`src/vchc_pkg.sv`:
```
// Package for the movie container header checker.
// Widths, header constants, error codes and the view type shared by the modules.
// No dependencies.
package vchc_pkg;

   localparam int MAX_PARTS = 16;

   localparam int INDEX_W = 12;
   localparam int WORD_W  = 32;
   localparam int CODE_W  = 4;
   localparam int NUM_HDR_WORDS = 8;

   localparam logic [WORD_W-1:0]  HDR_MAGIC   = 32'h3144_4956;
   localparam logic [WORD_W-1:0]  HDR_VERSION = 32'd1;
   localparam logic [WORD_W-1:0]  HDR_BYTES   = 32'd48;
   localparam logic [INDEX_W-1:0] HDR_BYTES_IDX = 12'd48;
   localparam int                 ENTRY_BYTES = 8;
   localparam logic [INDEX_W-1:0] BYTE_LIMIT =
      INDEX_W'(48 + ENTRY_BYTES * MAX_PARTS);
   localparam logic [WORD_W-1:0]  MAX_PARTS_WORD = WORD_W'(MAX_PARTS);

   // Word positions in the header
   localparam logic [INDEX_W-3:0] WIDX_MAGIC   = 10'd0;
   localparam logic [INDEX_W-3:0] WIDX_VERSION = 10'd1;
   localparam logic [INDEX_W-3:0] WIDX_FIELDS  = 10'd2;
   localparam logic [INDEX_W-3:0] WIDX_TABLE   = 10'd12;

   // Header word slots
   localparam int SLOT_FRAMES = 4;
   localparam int SLOT_PARTS  = 5;
   localparam int SLOT_OFFSET = 7;

   // Error codes, first failing check wins
   localparam logic [CODE_W-1:0] ERR_OK          = 4'd0;
   localparam logic [CODE_W-1:0] ERR_SHORT       = 4'd1;
   localparam logic [CODE_W-1:0] ERR_MAGIC       = 4'd2;
   localparam logic [CODE_W-1:0] ERR_VERSION     = 4'd3;
   localparam logic [CODE_W-1:0] ERR_ZERO_FIELD  = 4'd4;
   localparam logic [CODE_W-1:0] ERR_PARTS_OVER  = 4'd5;
   localparam logic [CODE_W-1:0] ERR_OFFSET      = 4'd6;
   localparam logic [CODE_W-1:0] ERR_TABLE_SHORT = 4'd7;
   localparam logic [CODE_W-1:0] ERR_BAD_PART    = 4'd8;

   typedef logic [WORD_W-1:0] word_type;

   // Parser state after the current byte, before the end-of-buffer clear
   typedef struct packed {
      logic [INDEX_W-1:0]                 len;
      word_type [NUM_HDR_WORDS-1:0]       words;
      logic [CODE_W-1:0]                  first_error;
   } parse_view_type;

endpackage

```
`src/vchc_in_stage.sv`:
```
// Input register of the header checker: holds one byte transfer until the
// parser takes it. Depends on vchc_pkg.
module vchc_in_stage (
   input  logic       clock,
   input  logic       reset,
   input  logic       req_valid,
   output logic       req_ready,
   input  logic [7:0] req_byte_value,
   input  logic       req_last_byte,
   input  logic       take,
   output logic       held_valid,
   output logic [7:0] held_byte,
   output logic       held_last
);
   import vchc_pkg::*;

   logic       valid_ff, valid_in;
   logic [7:0] byte_ff;
   logic       last_ff;
   logic       load;

   assign req_ready = !valid_ff || take;
   assign load      = req_valid && req_ready;
   assign valid_in  = load || (valid_ff && !take);

   always_ff @(posedge clock) begin
      if (reset) begin
         valid_ff <= 1'b0;
      end else begin
         valid_ff <= valid_in;
      end
   end

   always_ff @(posedge clock) begin
      if (load) begin
         byte_ff <= req_byte_value;
         last_ff <= req_last_byte;
      end
   end

   assign held_valid = valid_ff;
   assign held_byte  = byte_ff;
   assign held_last  = last_ff;

endmodule

```
`src/vchc_parse.sv`:
```
// Header parser: word assembly, header word store, part entry checks.
// Depends on vchc_pkg.
module vchc_parse (
   input  logic                    clock,
   input  logic                    reset,
   input  logic                    step,
   input  logic [7:0]              byte_value,
   input  logic                    last_byte,
   output vchc_pkg::parse_view_type view
);
   import vchc_pkg::*;

   logic [INDEX_W-1:0]  byte_index_ff, byte_index_in;
   word_type            word_shift_ff, word_shift_in;
   word_type [NUM_HDR_WORDS-1:0] header_words_ff, header_words_in;
   word_type            entry_first_ff, entry_first_in;
   logic [CODE_W-1:0]   first_error_ff, first_error_in;

   logic                active;
   logic                word_done;
   logic [INDEX_W-3:0]  widx;
   logic [INDEX_W-3:0]  rel;
   word_type            entry_num;
   word_type            frames;
   logic                bad;

   always_comb begin
      active         = byte_index_ff < BYTE_LIMIT;
      byte_index_in  = byte_index_ff;
      word_shift_in  = word_shift_ff;
      header_words_in = header_words_ff;
      entry_first_in = entry_first_ff;
      first_error_in = first_error_ff;
      widx           = byte_index_ff[INDEX_W-1:2];
      rel            = widx - WIDX_TABLE;
      entry_num      = WORD_W'(rel[INDEX_W-3:1]);
      frames         = header_words_ff[SLOT_FRAMES];
      word_done      = 1'b0;
      bad            = 1'b0;

      if (active) begin
         word_shift_in = {byte_value, word_shift_ff[WORD_W-1:8]};
         byte_index_in = byte_index_ff + 1'b1;
         word_done     = byte_index_ff[1:0] == 2'd3;
      end

      bad = (word_shift_in == '0) || (entry_first_ff >= frames)
            || (word_shift_in > (frames - entry_first_ff));

      if (word_done) begin
         if (widx == WIDX_MAGIC) begin
            if (word_shift_in != HDR_MAGIC) first_error_in = ERR_MAGIC;
         end else if (widx == WIDX_VERSION) begin
            if (word_shift_in != HDR_VERSION && first_error_ff == ERR_OK)
               first_error_in = ERR_VERSION;
         end else if (widx >= WIDX_TABLE) begin
            if (!rel[0]) begin
               entry_first_in = word_shift_in;
            end else if (entry_num < header_words_ff[SLOT_PARTS]) begin
               if (bad && first_error_ff == ERR_OK) first_error_in = ERR_BAD_PART;
            end
         end
         for (int k = 0; k < NUM_HDR_WORDS; k++) begin
            if (widx == WIDX_FIELDS + (INDEX_W-2)'(k)) header_words_in[k] = word_shift_in;
         end
      end
   end

   always_ff @(posedge clock) begin
      if (reset || (step && last_byte)) begin
         byte_index_ff   <= '0;
         word_shift_ff   <= '0;
         header_words_ff <= '0;
         entry_first_ff  <= '0;
         first_error_ff  <= ERR_OK;
      end else if (step) begin
         byte_index_ff   <= byte_index_in;
         word_shift_ff   <= word_shift_in;
         header_words_ff <= header_words_in;
         entry_first_ff  <= entry_first_in;
         first_error_ff  <= first_error_in;
      end
   end

   assign view.len         = byte_index_in;
   assign view.words       = header_words_in;
   assign view.first_error = first_error_in;

endmodule

```
`src/vchc_verdict.sv`:
```
// Verdict logic and result register of the header checker.
// Depends on vchc_pkg.
module vchc_verdict (
   input  logic                    clock,
   input  logic                    reset,
   input  logic                    load,
   input  vchc_pkg::parse_view_type view,
   output logic                    out_free,
   output logic                    rsp_valid,
   input  logic                    rsp_ready,
   output logic [3:0]              rsp_error_code,
   output logic [31:0]             rsp_coded_w,
   output logic [31:0]             rsp_coded_h,
   output logic [31:0]             rsp_fps_num,
   output logic [31:0]             rsp_fps_den,
   output logic [31:0]             rsp_frame_total,
   output logic [31:0]             rsp_part_total,
   output logic [31:0]             rsp_max_unit,
   output logic [31:0]             rsp_data_offset
);
   import vchc_pkg::*;

   logic                 valid_ff, valid_in;
   logic [CODE_W-1:0]    code_ff, code_in;
   word_type [NUM_HDR_WORDS-1:0] words_ff;

   word_type parts, frames;
   word_type want_offset;
   word_type table_end;
   logic     any_zero;

   always_comb begin
      parts       = view.words[SLOT_PARTS];
      frames      = view.words[SLOT_FRAMES];
      want_offset = HDR_BYTES + {parts[WORD_W-4:0], 3'b000} + {frames[WORD_W-4:0], 3'b000};
      table_end   = HDR_BYTES + {parts[WORD_W-4:0], 3'b000};
      any_zero    = 1'b0;
      for (int k = 0; k < SLOT_OFFSET; k++) begin
         if (view.words[k] == '0) any_zero = 1'b1;
      end

      priority if (view.len < HDR_BYTES_IDX) begin
         code_in = ERR_SHORT;
      end else if (view.first_error == ERR_MAGIC || view.first_error == ERR_VERSION) begin
         code_in = view.first_error;
      end else if (any_zero) begin
         code_in = ERR_ZERO_FIELD;
      end else if (parts > MAX_PARTS_WORD) begin
         code_in = ERR_PARTS_OVER;
      end else if (view.words[SLOT_OFFSET] != want_offset) begin
         code_in = ERR_OFFSET;
      end else if (WORD_W'(view.len) < table_end) begin
         code_in = ERR_TABLE_SHORT;
      end else if (view.first_error == ERR_BAD_PART) begin
         code_in = ERR_BAD_PART;
      end else begin
         code_in = ERR_OK;
      end
   end

   assign out_free = !valid_ff || rsp_ready;
   assign valid_in = load || (valid_ff && !rsp_ready);

   always_ff @(posedge clock) begin
      if (reset) begin
         valid_ff <= 1'b0;
      end else begin
         valid_ff <= valid_in;
      end
   end

   always_ff @(posedge clock) begin
      if (load) begin
         code_ff  <= code_in;
         words_ff <= view.words;
      end
   end

   assign rsp_valid       = valid_ff;
   assign rsp_error_code  = code_ff;
   assign rsp_coded_w     = words_ff[0];
   assign rsp_coded_h     = words_ff[1];
   assign rsp_fps_num     = words_ff[2];
   assign rsp_fps_den     = words_ff[3];
   assign rsp_frame_total = words_ff[4];
   assign rsp_part_total  = words_ff[5];
   assign rsp_max_unit    = words_ff[6];
   assign rsp_data_offset = words_ff[7];

endmodule

```
`src/video_container_header_check_core.sv`:
```
// Movie container header checker. Bytes of a header arrive one per req_
// transfer, in file order, little-endian words; req_last_byte marks the end of
// the buffer. The block takes one byte every clock cycle unless a last byte
// waits for a busy result register: a byte is held in the input register, then
// the parser folds it into the header state, and on the flagged byte the
// verdict is written into the result register at that same edge. Only
// the last byte of a buffer yields a rsp_ transfer; it carries the first failing
// check (short, magic, version, zero field, too many parts, data offset, table
// short, bad part entry; 0 when good) and header words 2..9 as received, zero
// where a word never arrived. Part entries are checked as they stream by and
// are not kept. Bytes past the part table for the largest part count are
// ignored. After the result the parser is back in its reset state, ready for
// the next buffer. A stalled rsp_ side holds off only the next last byte and
// the bytes behind it; earlier bytes keep flowing.
module video_container_header_check_core (
   input  logic        clock,
   input  logic        reset,
   input  logic        req_valid,
   output logic        req_ready,
   input  logic [7:0]  req_byte_value,
   input  logic        req_last_byte,
   output logic        rsp_valid,
   input  logic        rsp_ready,
   output logic [3:0]  rsp_error_code,
   output logic [31:0] rsp_coded_w,
   output logic [31:0] rsp_coded_h,
   output logic [31:0] rsp_fps_num,
   output logic [31:0] rsp_fps_den,
   output logic [31:0] rsp_frame_total,
   output logic [31:0] rsp_part_total,
   output logic [31:0] rsp_max_unit,
   output logic [31:0] rsp_data_offset
);
   import vchc_pkg::*;

   logic           held_valid;
   logic [7:0]     held_byte;
   logic           held_last;
   logic           out_free;
   logic           step;
   parse_view_type view;

   // A byte moves on unless it closes a buffer and the result register is busy
   assign step = held_valid && (!held_last || out_free);

   vchc_in_stage u_in (
      .clock          (clock),
      .reset          (reset),
      .req_valid      (req_valid),
      .req_ready      (req_ready),
      .req_byte_value (req_byte_value),
      .req_last_byte  (req_last_byte),
      .take           (step),
      .held_valid     (held_valid),
      .held_byte      (held_byte),
      .held_last      (held_last)
   );

   vchc_parse u_parse (
      .clock      (clock),
      .reset      (reset),
      .step       (step),
      .byte_value (held_byte),
      .last_byte  (held_last),
      .view       (view)
   );

   // Verdict is formed from the parser state including the flagged byte
   vchc_verdict u_verdict (
      .clock           (clock),
      .reset           (reset),
      .load            (step && held_last),
      .view            (view),
      .out_free        (out_free),
      .rsp_valid       (rsp_valid),
      .rsp_ready       (rsp_ready),
      .rsp_error_code  (rsp_error_code),
      .rsp_coded_w     (rsp_coded_w),
      .rsp_coded_h     (rsp_coded_h),
      .rsp_fps_num     (rsp_fps_num),
      .rsp_fps_den     (rsp_fps_den),
      .rsp_frame_total (rsp_frame_total),
      .rsp_part_total  (rsp_part_total),
      .rsp_max_unit    (rsp_max_unit),
      .rsp_data_offset (rsp_data_offset)
   );

endmodule
```
`config.mk`:
```
export PLATFORM = sky130hd
export DESIGN_NAME = video_container_header_check_core
export DESIGN_NICKNAME = d
export VERILOG_FILES = /design/src/vchc_pkg.sv /design/src/vchc_in_stage.sv /design/src/vchc_parse.sv /design/src/vchc_verdict.sv /design/src/video_container_header_check_core.sv
export SDC_FILE = /design/constraint.sdc
export NUM_CORES = 1
export LEC_CHECK = 0
export BUFFER_PORTS_ARGS = -buffer_cell sky130_fd_sc_hd__buf_4
export CORE_ASPECT_RATIO = 0.9
export CORE_MARGIN = 8
export CORE_UTILIZATION = 52
export CTS_BUF_LIST = sky130_fd_sc_hd__clkbuf_4 sky130_fd_sc_hd__clkbuf_8
export CTS_CLUSTER_DIAMETER = 100
export CTS_CLUSTER_SIZE = 16
export DETAILED_ROUTE_END_ITERATION = 7
export GPL_TIMING_DRIVEN = 0
export PLACE_DENSITY = 0.71
export SETUP_SLACK_MARGIN = 0.2
export SLEW_MARGIN = 20
export SYNTH_ARGS = -nofsm -noshare
export SYNTH_HDL_FRONTEND = slang
export SYNTH_HIERARCHICAL = 1
export SYNTH_SLANG_ARGS = --single-unit
```
`constraint.sdc`:
```
create_clock -name clock -period 8.85 [get_ports clock]
set_clock_uncertainty 0.1 [all_clocks]
set_input_delay 0.4425 -clock clock [delete_from_list [all_inputs] [get_ports clock]]
set_output_delay 0.4425 -clock clock [all_outputs]
set_load 0.01 [all_outputs]
```
==> results of run 1 <==
-- power groups by stage --
stage | registers [mW] | logic [mW] | clock network, mW
floorplan | 3.08 | 0.181 | 0
global placement | 3.07 | 0.391 | 0
detailed placement | 3.06 | 0.408 | 0
CTS | 3.00 | 0.414 | 1.54
global route | 3.01 | 0.441 | 1.63
finish | 3.00 | 0.426 | 1.51
-- flip-flops by register name, summed over array words and instances (netlist names), 12 cells and up --
signal	flops
u_verdict/rsp_max_unit	32
u_verdict/rsp_fps_den	32
u_verdict/rsp_coded_h	32
u_parse/header_words_ff	224
u_verdict/rsp_coded_w	32
u_parse/entry_first_ff	32
u_verdict/rsp_fps_num	32
u_verdict/rsp_data_offset	32
u_parse/frames	32
u_parse/word_shift_ff	32
u_verdict/rsp_frame_total	32
u_parse/byte_index_ff	12
u_verdict/rsp_part_total	32
-- timing repair --
action | CTS | global route
pin swaps | 2 | 1
setup buffers | 3 | 1
gates resized for setup | 22 | 40
setup endpoints to repair | 4 | 4
hold endpoints to repair | 11 | 0
hold buffers | 12 | 0
-- stage by stage --
| stage | std cells | utilization |
|---|---|---|
| 3_3_place_gp | 4132 | 0.575 |
| 6_report | 4230 | 0.601 |
| 5_1_grt | 4230 | 0.601 |
| 3_5_place_dp | 4138 | 0.579 |
| 4_1_cts | 4228 | 0.598 |
| 2_1_floorplan | 3093 | - |
-- final timing paths --
check                                                    to  slack [ps]  cells past startpoint
worst max register to register  u_verdict/rsp_error_code[1]         490                     26
worst max-delay path            u_verdict/rsp_error_code[1]         490                     26
worst min register to register    u_parse/first_error_ff[2]         380                      1
worst min-delay path                      u_in/held_byte[1]         100                      2
-- layout make-up --
type	count	share of cell area
antenna	1	0.0000734
buffer	213	0.0260
clock buffer	72	0.0238
clock inverter	3	0.000955
inverter	98	0.0108
multi-input combinational	2175	0.406
sequential	607	0.436
tap	765	0.0281
timing repair buffer	296	0.0687
-- routing by layer --
layer	vias to the layer above	share of wire	GRT usage
met1	12856	0.41	0.445
met5	-	0	0
met3	242	0.11	0.0700
met2	1414	0.44	0.495
met4	0	0.036	0.111
li1	11834	-	-
-- cell usage in the layout (no fill, tap or decap), types with 126 or more instances in the layout --
| master | n |
|---|---|
| sky130_fd_sc_hd__a211oi_1 | 199 |
| sky130_fd_sc_hd__a21oi_1 | 126 |
| sky130_fd_sc_hd__buf_4 | 280 |
| sky130_fd_sc_hd__clkbuf_1 | 152 |
| sky130_fd_sc_hd__dfxtp_1 | 338 |
| sky130_fd_sc_hd__edfxtp_1 | 269 |
| sky130_fd_sc_hd__mux2i_1 | 139 |
| sky130_fd_sc_hd__nand2_1 | 283 |
| sky130_fd_sc_hd__nor2_1 | 450 |
| sky130_fd_sc_hd__o21ai_0 | 232 |
==> PnR_summary.wiki, run 1 <==
{| class="wikitable"
! Metric !! Value
|-
| Boundary Pins || 275
|-
| Hold WS || 102 ps
|-
| Number of global-route vias before repair || 24762
|-
| Outcome || complete, no violations
|-
| Part of the power in the clock network || 0.307
|-
| Final HPWL from detailed placement || 81.6 mm
|-
| Chip width || 268 µm
|-
| Routed via count || 26346
|-
| Site Rows || 83
|-
| Worst slack, placed || -916 ps
|-
| Synthesized netlist cell count || 3093
|-
| Sequential Power Share || 0.607
|-
| Slack of the critical path || 493 ps
|-
| Average detailed-routed wire length per instance || 25.7 µm
|-
| Count of buffer and inverter cells on the critical path || 5
|-
| Critical-path top delay cell || sky130_fd_sc_hd__dfxtp_1
|-
| Overflow after GRT || 0
|-
| Max FO, Critical Path || 10
|-
| Category of cells accounting for the largest share of critical-path delay || compound AO/OA/AOI/OAI gates
|-
| Clock insertion delay at the later pin of the skew report || 690 ps
|-
| Pin slew with the least headroom to its limit || 1290 ps
|-
| CTS Root Cell || sky130_fd_sc_hd__clkbuf_8
|-
| Switching part of the total || 0.256
|-
| Net Count, Synth || 3222
|-
| WS Path Type || register to register
|-
| Area Growth Syn to Fin || 15.1%
|-
| Cell area after technology mapping || 0.0296 mm²
|-
| Tightest Hold Check Type || input port to register
|-
| Worst slew slack as a fraction of its limit || 0.129
|-
| Total power per unit cell area || 145 mW/mm²
|-
| Die area || 0.0648 mm²
|-
| Total of max-cap violations || 0
|-
| Antenna violations before repair || 3
|-
| Fraction of final layout cells with drive strength greater than 1 || 0.139
|-
| Total global routing track utilization || 0.322
|-
| Startpoint of the worst hold path || req_valid
|-
| Leakage power total || 12.6 nW
|-
| Power share of the combinational group || 0.086
|-
| Total area of multi-input combinational cells || 0.0138 mm²
|-
| Cts bufs inserted || 43
|-
| Shortest period the worst path allows || 8360 ps
|-
| Pin count of the biggest net entering global routing || 64
|-
| Nature of the critical path endpoint || register
|-
| Wire length reported by the detailed router || 109 mm
|-
| Critical R2R Launch || u_parse/byte_index_ff[5]
|-
| Vias/cell || 6.23
|-
| Clock-pin slew of the registers on the worst-case setup and hold paths || 100 ps
|-
| Delay contributed by the slowest stage of the critical path || 550 ps
|-
| Port-buffer cells || 274
|-
| RSZ-0062 raised after global routing || false
|-
| Drt first-iter violations || 3404
|-
| Start point of the critical path || u_parse/byte_index_ff[5]
|-
| Area taken by flip-flops and latches || 0.0148 mm²
|-
| Peak supply drop || 0.104 mV
|-
| Number of sinks driven by the clock tree || 607
|-
| CTS H-tree lvls || 2
|-
| Top cell by count, worst path || sky130_fd_sc_hd__ha_1
|-
| Count of synthesis-stage warnings from yosys || 6
|-
| Post-Syn Area per Cell || 9.57 µm²
|-
| Core Footprint || 0.0567 mm²
|-
| Fillcell total || 4890
|-
| Placed inst area || 0.0328 mm²
|-
| Total Negative Setup Slacks || 0 ps
|-
| Residual DRC || 0
|-
| Maximum clock frequency || 0.120 GHz
|-
| Data arrival, critical path || 8650 ps
|-
| Share of the clock period used by the worst path after layout || 0.944
|-
| CP Launch Type || register
|-
| Wire length of the first global-routing pass || 159 mm
|-
| Final setup violation count || 0
|-
| PnR Total Power || 4.94 mW
|-
| Fin. max-slew vios || 0
|-
| Data required time at the worst endpoint || 9150 ps
|-
| Max clock buf depth || 3
|-
| Switching power of the nets || 1.27 mW
|-
| Starting utilization of the core area || 0.522
|-
| Detailed-routing iteration count for the pre-antenna-repair pass || 7
|-
| Height of the die || 242 µm
|-
| Hold Fails Final Rpt || 0
|-
| Total non-filler cell area in the finished layout || 0.0341 mm²
|-
| Clock tree from TritonCTS || done
|-
| Internal power || 3.68 mW
|-
| Final RePlAce weighted congestion || 0.998
|-
| Antenna-violating nets left || 0
|-
| Final net count || 3563
|}
Note: power is estimated with default switching activity, not from simulation.
==> run 2, diff against run 1 <==
- SKIP_CTS_REPAIR_TIMING: default -> 1
- SYNTH_HIERARCHICAL: 1 -> default
==> run 2 against run 1 <==
Sequential power down 1%. Combinational power is 24% lower. Final cell count up 14%. Final area grew 4.3%. Synthesized cell count grew 17%. Critical path type unchanged. Critical endpoint is now u_verdict.rsp_error_code[1]. Highest routed layer is now met5.
==> PnR_summary.wiki, run 2 <==
{| class="wikitable"
! Metric !! Value
|-
| Register containing the most flip-flops in the final layout || u_parse.header_words_ff (was u_parse/header_words_ff)
|-
| Switching power of the nets || 1.20 mW (was 1.27 mW)
|-
| Register area share after synthesis || 0.479
|-
| Arithmetic-cell share of the synthesized area counting full adders, half adders and majority gates || 0.0473
|-
| Peak supply drop || 0.126 mV (was 0.104 mV)
|-
| Max FO, Critical Path || 10 (unchanged)
|-
| Vias/cell || 6.25 (was 6.23)
|-
| Nature of the critical path endpoint || register (unchanged)
|-
| Yosys cell types || 89
|-
| Leakage power total || 13.2 nW (was 12.6 nW)
|-
| Fraction of synthesized cell area in xor and xnor cells || 0.0338
|-
| Chip width || 273 µm (was 268 µm)
|-
| Total global routing track utilization || 0.340 (was 0.322)
|-
| Die area || 0.0676 mm² (was 0.0648 mm²)
|-
| Internal power || 3.70 mW (was 3.68 mW)
|-
| Average detailed-routed wire length per instance || 25.2 µm (was 25.7 µm)
|-
| Worst slew slack as a fraction of its limit || 0.202 (was 0.129)
|-
| Cell types occupying the most area after synthesis || sky130_fd_sc_hd__edfxtp_1 26%, sky130_fd_sc_hd__dfxtp_1 22%, sky130_fd_sc_hd__nand2_1 10%
|-
| Final RePlAce weighted congestion || 1.08 (was 0.998)
|-
| Post-synth top flop || sky130_fd_sc_hd__dfxtp_1
|-
| Height of the die || 248 µm (was 242 µm)
|-
| Pin slew with the least headroom to its limit || 1200 ps (was 1290 ps)
|-
| Detailed-routing iteration count for the pre-antenna-repair pass || 7 (unchanged)
|-
| Part of the power in the clock network || 0.330 (was 0.307)
|-
| Fraction of final layout cells with drive strength greater than 1 || 0.116 (was 0.139)
|-
| Final setup violation count || 0 (unchanged)
|-
| Antenna violations before repair || 9 (was 3)
|-
| CTS H-tree lvls || 2 (unchanged)
|-
| Count of synthesis-stage warnings from yosys || 0 (was 6)
|-
| Core Footprint || 0.0593 mm² (was 0.0567 mm²)
|-
| RSZ-0062 raised after global routing || false (unchanged)
|-
| Post-synth ARST share || 0
|-
| Routed via count || 30039 (was 26346)
|-
| Port-buffer cells || 274 (unchanged)
|-
| Count of buffer and inverter cells on the critical path || 8 (was 5)
|-
| Clock tree from TritonCTS || done (unchanged)
|-
| Clock insertion delay at the later pin of the skew report || 700 ps (was 690 ps)
|-
| Residual DRC || 0 (unchanged)
|-
| Final net count || 4106 (was 3563)
|-
| Pin count of the biggest net entering global routing || 60 (was 64)
|-
| Max clock buf depth || 3 (unchanged)
|-
| Data arrival, critical path || 8990 ps (was 8650 ps)
|-
| CTS Root Cell || sky130_fd_sc_hd__clkbuf_8 (unchanged)
|-
| Critical-path top delay cell || sky130_fd_sc_hd__or4_4 (was sky130_fd_sc_hd__dfxtp_1)
|-
| Drt first-iter violations || 4133 (was 3404)
|-
| Area Growth Syn to Fin || 14.8% (was 15.1%)
|-
| Fin. max-slew vios || 0 (unchanged)
|-
| Data required time at the worst endpoint || 9200 ps (was 9150 ps)
|-
| Overflow after GRT || 0 (unchanged)
|-
| Power share of the combinational group || 0.066 (was 0.086)
|-
| Clock-pin slew of the registers on the worst-case setup and hold paths || 110 ps (was 100 ps)
|-
| Fillcell total || 5343 (was 4890)
|-
| Most frequent standard cell in the layout excluding fill and tap cells || sky130_fd_sc_hd__nand2_1 (was sky130_fd_sc_hd__nor2_1)
|-
| Number of global-route vias before repair || 26617 (was 24762)
|-
| WS Path Type || register to register (unchanged)
|-
| Net Count, Synth || 3761 (was 3222)
|-
| Outcome || complete, no violations (unchanged)
|-
| Proportion of netlist area held by the largest area contributor || 0.261
|-
| Boundary Pins || 275 (unchanged)
|-
| Total of max-cap violations || 0 (unchanged)
|-
| Cts bufs inserted || 44 (was 43)
|-
| Minimum setup slack among reg-to-reg paths || 210 ps (was 490 ps)
|-
| Total power per unit cell area || 138 mW/mm² (was 145 mW/mm²)
|-
| Leading cell type by number of instances after synthesis || sky130_fd_sc_hd__nand2_1
|-
| Complex-gate fraction of the synthesized area || 0.177
|-
| Site Rows || 85 (was 83)
|-
| Wire length of the first global-routing pass || 173 mm (was 159 mm)
|-
| Maximum clock frequency || 0.116 GHz (was 0.120 GHz)
|-
| Antenna-violating nets left || 0 (unchanged)
|-
| Main combinational cell family by area after synthesis || simple AND/OR/NAND/NOR gates
|-
| Wire length reported by the detailed router || 121 mm (was 109 mm)
|-
| Synthesized netlist cell count || 3632 (was 3093)
|-
| Number of sinks driven by the clock tree || 607 (unchanged)
|-
| Post-Syn Area per Cell || 8.53 µm² (was 9.57 µm²)
|-
| Simple-gate portion of the synthesized area || 0.207
|-
| FF+latch count, synth || 607
|-
| Sequential Power Share || 0.604 (was 0.607)
|-
| Hold Fails Final Rpt || 0 (unchanged)
|-
| Placed inst area || 0.0343 mm² (was 0.0328 mm²)
|-
| Mux share of post-synthesis cell area || 0.00921
|-
| Share of the clock period used by the worst path after layout || 0.976 (was 0.944)
|-
| Tightest Hold Check Type || input port to register (unchanged)
|-
| Number of enable-type register cells in the synthesized netlist || 269
|-
| Final HPWL from detailed placement || 87.5 mm (was 81.6 mm)
|-
| Commonest cells post-synth || 832 x sky130_fd_sc_hd__nand2_1, 468 x sky130_fd_sc_hd__a21oi_1, 338 x sky130_fd_sc_hd__dfxtp_1
|-
| Category of cells accounting for the largest share of critical-path delay || simple AND/OR/NAND/NOR gates (was compound AO/OA/AOI/OAI gates)
|-
| CP Launch Type || register (unchanged)
|-
| Shortest period the worst path allows || 8640 ps (was 8360 ps)
|-
| Highest-count cells in the layout ignoring fill and taps || 832 x sky130_fd_sc_hd__nand2_1, 468 x sky130_fd_sc_hd__a21oi_1, 338 x sky130_fd_sc_hd__dfxtp_1, 283 x sky130_fd_sc_hd__buf_4, 269 x sky130_fd_sc_hd__edfxtp_1 (was 450 x sky130_fd_sc_hd__nor2_1, 338 x sky130_fd_sc_hd__dfxtp_1, 283 x sky130_fd_sc_hd__nand2_1, 280 x sky130_fd_sc_hd__buf_4, 269 x sky130_fd_sc_hd__edfxtp_1)
|-
| Starting utilization of the core area || 0.522 (about the same)
|-
| Total non-filler cell area in the finished layout || 0.0355 mm² (was 0.0341 mm²)
|-
| Delay contributed by the slowest stage of the critical path || 580 ps (was 550 ps)
|-
| Switching part of the total || 0.245 (was 0.256)
|-
| Flip-flop count of the largest register after layout || 224 (unchanged)
|-
| PnR Total Power || 4.90 mW (was 4.94 mW)
|-
| Cell area after technology mapping || 0.0310 mm² (was 0.0296 mm²)
|-
| Most area-hungry cell type in the Yosys netlist || sky130_fd_sc_hd__edfxtp_1
|}
==> run 2: power groups by stage <==
stage	logic, mW	clock network, mW	registers, mW
after floorplan	0.138	0	3.04
after global placement	0.299	0	3.04
after detailed placement	0.308	0	3.02
after CTS	0.309	1.63	2.96
after global routing	0.336	1.72	2.96
final	0.324	1.62	2.96
==> run 2: final timing paths <==
path                                start                      endpoint  cells after the start
max             u_parse.byte_index_ff[10]   u_verdict.rsp_error_code[1]                     27
min                             rsp_ready           u_verdict.rsp_valid                      4
max reg2reg     u_parse.byte_index_ff[10]   u_verdict.rsp_error_code[1]                     27
min reg2reg  u_parse.header_words_ff[243]  u_parse.header_words_ff[243]                      2
==> run 2: worst register-to-register path, stage by stage (launching register included) <==
cell and delay, ps:
sky130_fd_sc_hd__dfxtp_1 310, sky130_fd_sc_hd__clkbuf_1 230, sky130_fd_sc_hd__or4_1 450, sky130_fd_sc_hd__buf_4 200, sky130_fd_sc_hd__or4_4 580, sky130_fd_sc_hd__buf_6 170, sky130_fd_sc_hd__buf_4 190, sky130_fd_sc_hd__clkbuf_1 330
sky130_fd_sc_hd__buf_2 330, sky130_fd_sc_hd__o21ai_2 330, sky130_fd_sc_hd__inv_1 210, sky130_fd_sc_hd__ha_1 240, sky130_fd_sc_hd__clkbuf_2 230, sky130_fd_sc_hd__nor4_1 410, sky130_fd_sc_hd__mux2i_2 200, sky130_fd_sc_hd__o21ai_0 270
sky130_fd_sc_hd__nand3_1 160, sky130_fd_sc_hd__xnor2_2 390, sky130_fd_sc_hd__ha_1 390, sky130_fd_sc_hd__a21o_1 190, sky130_fd_sc_hd__a21oi_1 320, sky130_fd_sc_hd__o221a_2 300, sky130_fd_sc_hd__nand2_1 110, sky130_fd_sc_hd__o31ai_2 340
sky130_fd_sc_hd__xnor2_1 200, sky130_fd_sc_hd__nor4_2 510, sky130_fd_sc_hd__nand4_1 320, sky130_fd_sc_hd__o31a_1 370
==> run 2: routing by layer <==
layer	wire, µm	GRT usage	vias to the layer above
met5	57	0	-
met3	16300	0.0999	403
met4	6600	0.158	8
li1	-	-	13504
met1	47800	0.469	14181
met2	50200	0.487	1943
==> run 2: cell families after synthesis <==
logic type	count (synthesis)
flops	607
simple gates	1445
xor+xnor	113
compound gates	957
buf+inv	366
fa+ha+maj	116
mux	28
==> run 2: final cells by class <==
type | count | area, µm² | area share
multi-input combinational | 2659 | 14900 | 0.419
sequential | 607 | 14800 | 0.418
timing repair buffer | 299 | 2420 | 0.0682
buffer | 251 | 1030 | 0.0290
tap | 783 | 980 | 0.0276
clock buffer | 76 | 852 | 0.0240
inverter | 115 | 432 | 0.0121
clock inverter | 5 | 85.1 | 0.00239
antenna | 8 | 20.0 | 0.000563
==> run 2: stage by stage <==
step                      hold slack (ps)  setup slack (ps)  setup TNS (ps)  utilization  cells
after floorplan                       336               533               0            -   3632
after global placement                343             -2940        -1223550        0.573   4689
after detailed placement              350              -552           -1960        0.579   4699
after CTS                            -190              -614           -2230        0.595   4780
after global routing                 46.5               232               0        0.599   4796
final                                20.3               213               0        0.599   4803
